[src/sbd_pkg.sv]
// Shared types, constants and register codes for the brush displacement block.
package sbd_pkg;

    localparam int MAX_GROUPS = 65536;
    localparam int CNT_FIELD_MAX = 131071;
    localparam logic [16:0] CNT_MAX =
        17'((MAX_GROUPS < CNT_FIELD_MAX) ? MAX_GROUPS : CNT_FIELD_MAX);
    localparam logic [16:0] ONE_Q16 = 17'd65536;
    localparam logic [16:0] CULL_LIMIT = 17'd65;
    localparam int SQRT_STAGES = 31;
    localparam int DIV_STAGES = 16;
    localparam int FIFO_DEPTH = 4;

    typedef enum logic [1:0] {
        MODE_LINEAR  = 2'd0,
        MODE_CONST   = 2'd1,
        MODE_SMOOTH  = 2'd2,
        MODE_INFLATE = 2'd3
    } t_mode;

    typedef enum logic [2:0] {
        REG_CENTER_X = 3'd0,
        REG_CENTER_Y = 3'd1,
        REG_CENTER_Z = 3'd2,
        REG_RADIUS   = 3'd3,
        REG_MODE     = 3'd4,
        REG_OFFSET_X = 3'd5,
        REG_OFFSET_Y = 3'd6,
        REG_OFFSET_Z = 3'd7
    } t_reg_idx;

    typedef struct packed {
        logic [2:0][31:0] center;
        logic [30:0]      radius;
        t_mode            mode;
        logic [2:0][31:0] offset;
    } t_cfg;

    typedef struct packed {
        logic [2:0][31:0] pos;
        logic [2:0][15:0] nrm;
        logic             live;
        logic             pass_start;
    } t_ctx;

    typedef struct packed {
        t_ctx        ctx;
        logic [61:0] sq;
    } t_item;

endpackage

[src/sbd_fifo.sv]
// Short queue between the front end and the back end.
module sbd_fifo (
    input  logic           i_clk,
    input  logic           i_rst_n,
    input  logic           i_push,
    input  sbd_pkg::t_item i_item,
    output logic           o_full,
    input  logic           i_pop,
    output logic           o_empty,
    output sbd_pkg::t_item o_item
);
    import sbd_pkg::*;

    localparam int AW = $clog2(FIFO_DEPTH);

    t_item mem [FIFO_DEPTH];
    logic [AW-1:0] r_wp, r_rp;
    logic [AW:0] r_cnt;
    logic do_pop;

    assign o_full = (r_cnt == (AW+1)'(FIFO_DEPTH));
    assign o_empty = (r_cnt == '0);
    assign do_pop = i_pop && !o_empty;
    assign o_item = mem[r_rp];

    always_ff @(posedge i_clk) begin
        if (i_push) begin
            mem[r_wp] <= i_item;
        end
    end

    always_ff @(posedge i_clk) begin
        if (!i_rst_n) begin
            r_wp <= '0;
            r_rp <= '0;
            r_cnt <= '0;
        end else begin
            if (i_push) begin
                r_wp <= r_wp + 1'b1;
            end
            if (do_pop) begin
                r_rp <= r_rp + 1'b1;
            end
            r_cnt <= r_cnt + (AW+1)'(i_push) - (AW+1)'(do_pop);
        end
    end

endmodule

[config.mk]
export PLATFORM = sky130hd
export DESIGN_NAME = sbd_fifo
export DESIGN_NICKNAME = d
export VERILOG_FILES = /design/src/sbd_pkg.sv /design/src/sbd_fifo.sv
export SDC_FILE = /design/constraint.sdc
export NUM_CORES = 1
export LEC_CHECK = 0
export BUFFER_PORTS_ARGS = -buffer_cell sky130_fd_sc_hd__buf_2
export CAP_MARGIN = 40
export CELL_PAD_IN_SITES_DETAIL_PLACEMENT = 0
export CELL_PAD_IN_SITES_GLOBAL_PLACEMENT = 2
export CORE_ASPECT_RATIO = 0.7
export CORE_MARGIN = 8
export CORE_UTILIZATION = 47
export CTS_BUF_LIST = sky130_fd_sc_hd__clkbuf_2 sky130_fd_sc_hd__clkbuf_4 sky130_fd_sc_hd__clkbuf_8
export DETAILED_ROUTE_END_ITERATION = 12
export GPL_TIMING_DRIVEN = 0
export PLACE_DENSITY = 0.79
export SYNTH_ARGS = -nofsm -noshare
export SYNTH_HDL_FRONTEND = slang
export SYNTH_SLANG_ARGS = --single-unit
[constraint.sdc]
create_clock -name i_clk -period 8.78 [get_ports i_clk]
set_clock_uncertainty 0.2 [all_clocks]
set_input_delay 1.756 -clock i_clk [delete_from_list [all_inputs] [get_ports i_clk]]
set_output_delay 1.756 -clock i_clk [all_outputs]
set_load 0.1 [all_outputs]
-- Word-level counts from Yosys, hierarchy flattened
Memories as Yosys holds them, arrays and structs flattened. A register that Yosys moved wholly into a read port is not among the register bits.
Index checks and enable logic that the tools add are counted.
- add/subtract/negate cells: 4
- equal/unequal tests: 1
- mux-type cells: 4
- reduce and logical (&&, ||, !) cells: 3
- operator list (operator ; number):
    $add 2x1->2 const B ; 2
    $mux 2 ; 2
    $add 3x1->3 ; 1
    $eq 3x3->1 const B ; 1
    $logic_not 3->1 ; 1
    $sub 3x1->3 ; 1
    $mux 1 ; 2
    $logic_and 1x1->1 ; 1
    $logic_not 1->1 ; 1
- flip-flop bits (word level): 7
- memory bits (writable): 832
- input port bits: 212
- memories kept: 1
- memory list (name ; depth ; bits a word ; rd ports ; clocked after Yosys merged registers in ; write ports ; line ; source):
    mem ; 4 ; 208 ; 1 ; 1 ; 1 ; sbd_fifo.sv:16 ; t_item mem [FIFO_DEPTH];

-- Longest topological paths before layout
- depth in word-level cells: 5
- depth in mapped cells: 8
- gate-level depth less buffers: 8

-- Least setup slack after synthesis
OpenSTA, ideal clock, no wires.
- path type: input -> register
- start: input port i_push
- end: memory mem[0][0] (netlist bit) (enable)
- setup time: 0.593 ns
- arrival: 6.472 ns
- setup slack: 1.515 ns
- stages on the path: 1
- path buffers: 0
- path through: and2_1
- longest elaborated chain between the ends: 2
- RTL lines (item ; line ; source):
    from (decl) ; sbd_fifo.sv:5 ; input logic i_push,
    $mux 1 ; sbd_fifo.sv:27 ; if (i_push) begin
    $mux 1 (implied by the code) ; sbd_fifo.sv:28 ; mem[r_wp] <= i_item;
    to (decl) ; sbd_fifo.sv:16 ;
No other way between the ends.

==> impl_metrics.yaml <==
logic_synthesis:
  synth-adder-area-share_pct: 0.312
  netlist-cell-type-count: 21
  synthesis.nets: 1349
  postSynthAreaPerCell_um2: 27.0
  yosys-mux-area-fraction_pct: 15.5
  combinational_family_with_the_most_area_after_synthesis: "multiplexers"
  synth_simple_gate_area_share_pct: 0.292
  synth_seq_area_share_pct: 82.6
  syn-instance-count: 1130
  yosysWarningCount: 0
  synth_compound_gate_area_share_pct: 0.0575
  ys_ff_latch: 841
  syn-cell-area_um2: 30500
  synthXorXnorAreaFrac_pct: 0.103
timing:
  post-route-worst-setup-slack_ps: 3750
  clock_period_minus_worst_slack_ps: 5030
  slew-limit-headroom_pct: 55.5
  max_freq_mhz: 199
  max_slew.worst_pin.slew_ps: 668
  worst_hold_slack_ps: 280
  fin_crit_sh_pct: 57.3
  final-hold-violation-count: 0
  final_max_slew_viol_count: 0
  report.final.setup_viol: 0
  rsz0062_at_grt: "false"
place:
  place_worst_setup_slack_ps: 4440
  place.gp.congestion: 0.709
  detailed_place.area_um2: 34100
  port_buffers: 421
  detailed_place_hpwl_um: 40700
floorplanning:
  floorplan.core_area_um2: 64400
  chipWidth_um: 320
  fp.dieH_um: 229
  core.rowCount: 78
  io_pins: 422
  start_util_pct: 47.3
  floorplan.die_area_um2: 73300
global_routing:
  total_overflow_reported_by_the_global_router: 0
  first_global_vias: 14900
  grt_first_pass_wirelength_um: 92800
  grt_use_total_pct: 16.8
  antenna_found_initial: 19
  grt_max_degree: 53
setup_path:
  critical_path_arrival_ps: 3080
  setup.worst_path.end_class: "output port"
  worst-r2r-cell-count: 4
  critical_path.startpoint_type: "flip-flop"
  rrSetupSlack_ps: 6310
  critical_path.max_fanout: 11
  worst_reg2reg_endpoint: "mem[3][186]"
  worstReg2RegStart: "r_wp[0]"
  criticalPathCategory: "reg2out"
  crit_required_ps: 6820
worst_hold_path:
  min-delay-path-class: "reg2reg"
  holdPathStages: 2
  worst_hold_startpoint: "r_rp[1]"
  worstHoldEndpoint: "r_rp[1]"
routing:
  drc: 0
  totalWireLength_um: 62300
  post_drt_wl_per_cell_um: 23.7
  route.detailed.vias_per_inst: 5.26
  initialDrtViolationCount: 1044
  detailroute.via_count: 13900
  number_of_iterations_in_the_first_detailed_routing_pass: 7
  ant_nets: 0
cells_and_area:
  filler_cell_count: 4774
  final_net_count: 1908
  synthToLayoutAreaGrowth_pct: 19.6
  design_area_um2: 36400
  drive_above_1_share_pct: 48.7
clock_tree:
  cts_buffers: 120
  postCtsResizedCells: 0
  cts-htree-levels: 3
  ctsLongestPathBuffers: 3
  clkTransAtPathRegs_ps: 60
  tritoncts: "done"
  worst_skew_late_latency_ps: 720
  post_cts_hold_buffer_count: 0
  cts.sinks: 841
  post-cts-setup-buffers: 0
  cts-root-buf: "sky130_fd_sc_hd__clkbuf_8"
flow_run:
  max_cap_violations: 0
power_and_ir_drop:
  power_per_cell_area_nw_per_um2: 317
  peakVddDrop_mv: 0.252
  leakagePower_nw: 12.3
status:
  status: "finished clean"
synth_stat cells:
master,count,share of area [%]
sky130_fd_sc_hd__edfxtp_1,832,82
sky130_fd_sc_hd__mux4_2,208,15
sky130_fd_sc_hd__buf_2,23,0.38
sky130_fd_sc_hd__buf_6,15,0.55
sky130_fd_sc_hd__dfxtp_1,9,0.59
sky130_fd_sc_hd__buf_1,7,0.086
sky130_fd_sc_hd__and2_1,6,0.12
sky130_fd_sc_hd__ha_1,6,0.25
sky130_fd_sc_hd__inv_1,5,0.062
sky130_fd_sc_hd__mux2i_1,4,0.13
sky130_fd_sc_hd__nor2b_1,3,0.062
sky130_fd_sc_hd__nand2_1,2,0.025
sky130_fd_sc_hd__nand2b_1,2,0.041
sky130_fd_sc_hd__clkbuf_1,1,0.012
sky130_fd_sc_hd__fa_1,1,0.066
sky130_fd_sc_hd__nor3_1,1,0.016
sky130_fd_sc_hd__nor3b_1,1,0.025
sky130_fd_sc_hd__o311ai_0,1,0.029
sky130_fd_sc_hd__o31a_1,1,0.029
sky130_fd_sc_hd__xnor3_1,1,0.074
sky130_fd_sc_hd__xor2_1,1,0.029
layout by cell type (no fill, tap or decap), drive strengths merged, types with 2 or more instances in the layout:
master,n
buf,482
inv,6
bufinv,3
clkinv,43
nand2,2
clkinvlp,2
nor2b,3
mux4,208
diode,10
nand2b,2
edfxtp,832
ha,6
dfxtp,9
mux2i,4
clkbuf,168
and2,6
cell families (layout without fill, tap and decap cells):
| kind of cell | count (synthesis) | count (layout) |
|---|---|---|
| flops | 841 | 841 |
| mux | 212 | 212 |
| buf+inv | 51 | 704 |
| simple gates | 15 | 15 |
| fa+ha+maj | 7 | 7 |
| compound gates | 2 | 2 |
| xor+xnor | 2 | 2 |
| other cells | 0 | 10 |
how the worst max path moves through the flow:
| stage | start | endpoint | slack (ps) | cells after the start |
|---|---|---|---|---|
| 6_report | flip-flop | o_item[180] | 3750 | 5 |
| 3_3_place_gp | i_push | mem[3][198] | -2530 | 2 |
| 2_1_floorplan | i_push | mem[0][0] | 1510 | 1 |
| 5_1_grt | flip-flop | o_item[180] | 3570 | 5 |
| 4_1_cts | flip-flop | o_item[180] | 3610 | 5 |
| 3_5_place_dp | flip-flop | o_item[180] | 4440 | 5 |
through the flow:
step / instances / setup TNS, ps / total power, W / util [%]
global route: 2624 / 0 / 0.0120 / 56.5
global placement: 2391 / -2052000 / 0.00874 / 52.2
finish: 2633 / 0 / 0.0115 / 56.5
detailed placement: 2407 / 0 / 0.00872 / 52.9
CTS: 2623 / 0 / 0.0117 / 56.5
floorplan: 1130 / 0 / 0.00806 / -
registers in the layout, indices dropped and copies added, names as in the netlist, named ones only:
name and flops:
mem 832, r_cnt 3, r_rp 2, r_wp 2
worst max-delay path: stages, from the launching register on:
cell	delay [ps]
sky130_fd_sc_hd__dfxtp_1	300
sky130_fd_sc_hd__buf_2	380
sky130_fd_sc_hd__buf_2	440
sky130_fd_sc_hd__buf_2	440
sky130_fd_sc_hd__mux4_2	300
sky130_fd_sc_hd__buf_2	470
area by class of cell:
type | instances | area, um2 | share of cell area, %
inverters | 5 | 18.8 | 0.0515
multi-input cells | 238 | 4970 | 13.6
clock inverters | 49 | 293 | 0.804
diodes | 10 | 25.0 | 0.0687
clock buffers | 167 | 2040 | 5.59
well taps | 840 | 1050 | 2.89
flip-flops and latches | 841 | 25200 | 69.1
plain buffers | 46 | 314 | 0.863
repair buffers | 437 | 2540 | 6.98
report_power, final:
group          switching (W)  total, W  internal, W  leakage, nW
Sequential         0.0000443   0.00467      0.00462         7.72
Clock                0.00138   0.00296      0.00158         1.23
Combinational        0.00307   0.00392     0.000846         3.32
per-layer routing:
| layer | track usage (%) | part of all wire (%) | vias up | wire length, um |
|---|---|---|---|---|
| met5 | 0 | 0.22 | - | 140 |
| met4 | 4.63 | 1.5 | 22 | 962 |
| met3 | 6.55 | 8.6 | 100 | 5350 |
| met2 | 26.6 | 49 | 412 | 30500 |
| met1 | 21.8 | 41 | 7242 | 25300 |
| li1 | - | - | 6085 | - |
Power figures use the tool's default switching activity.
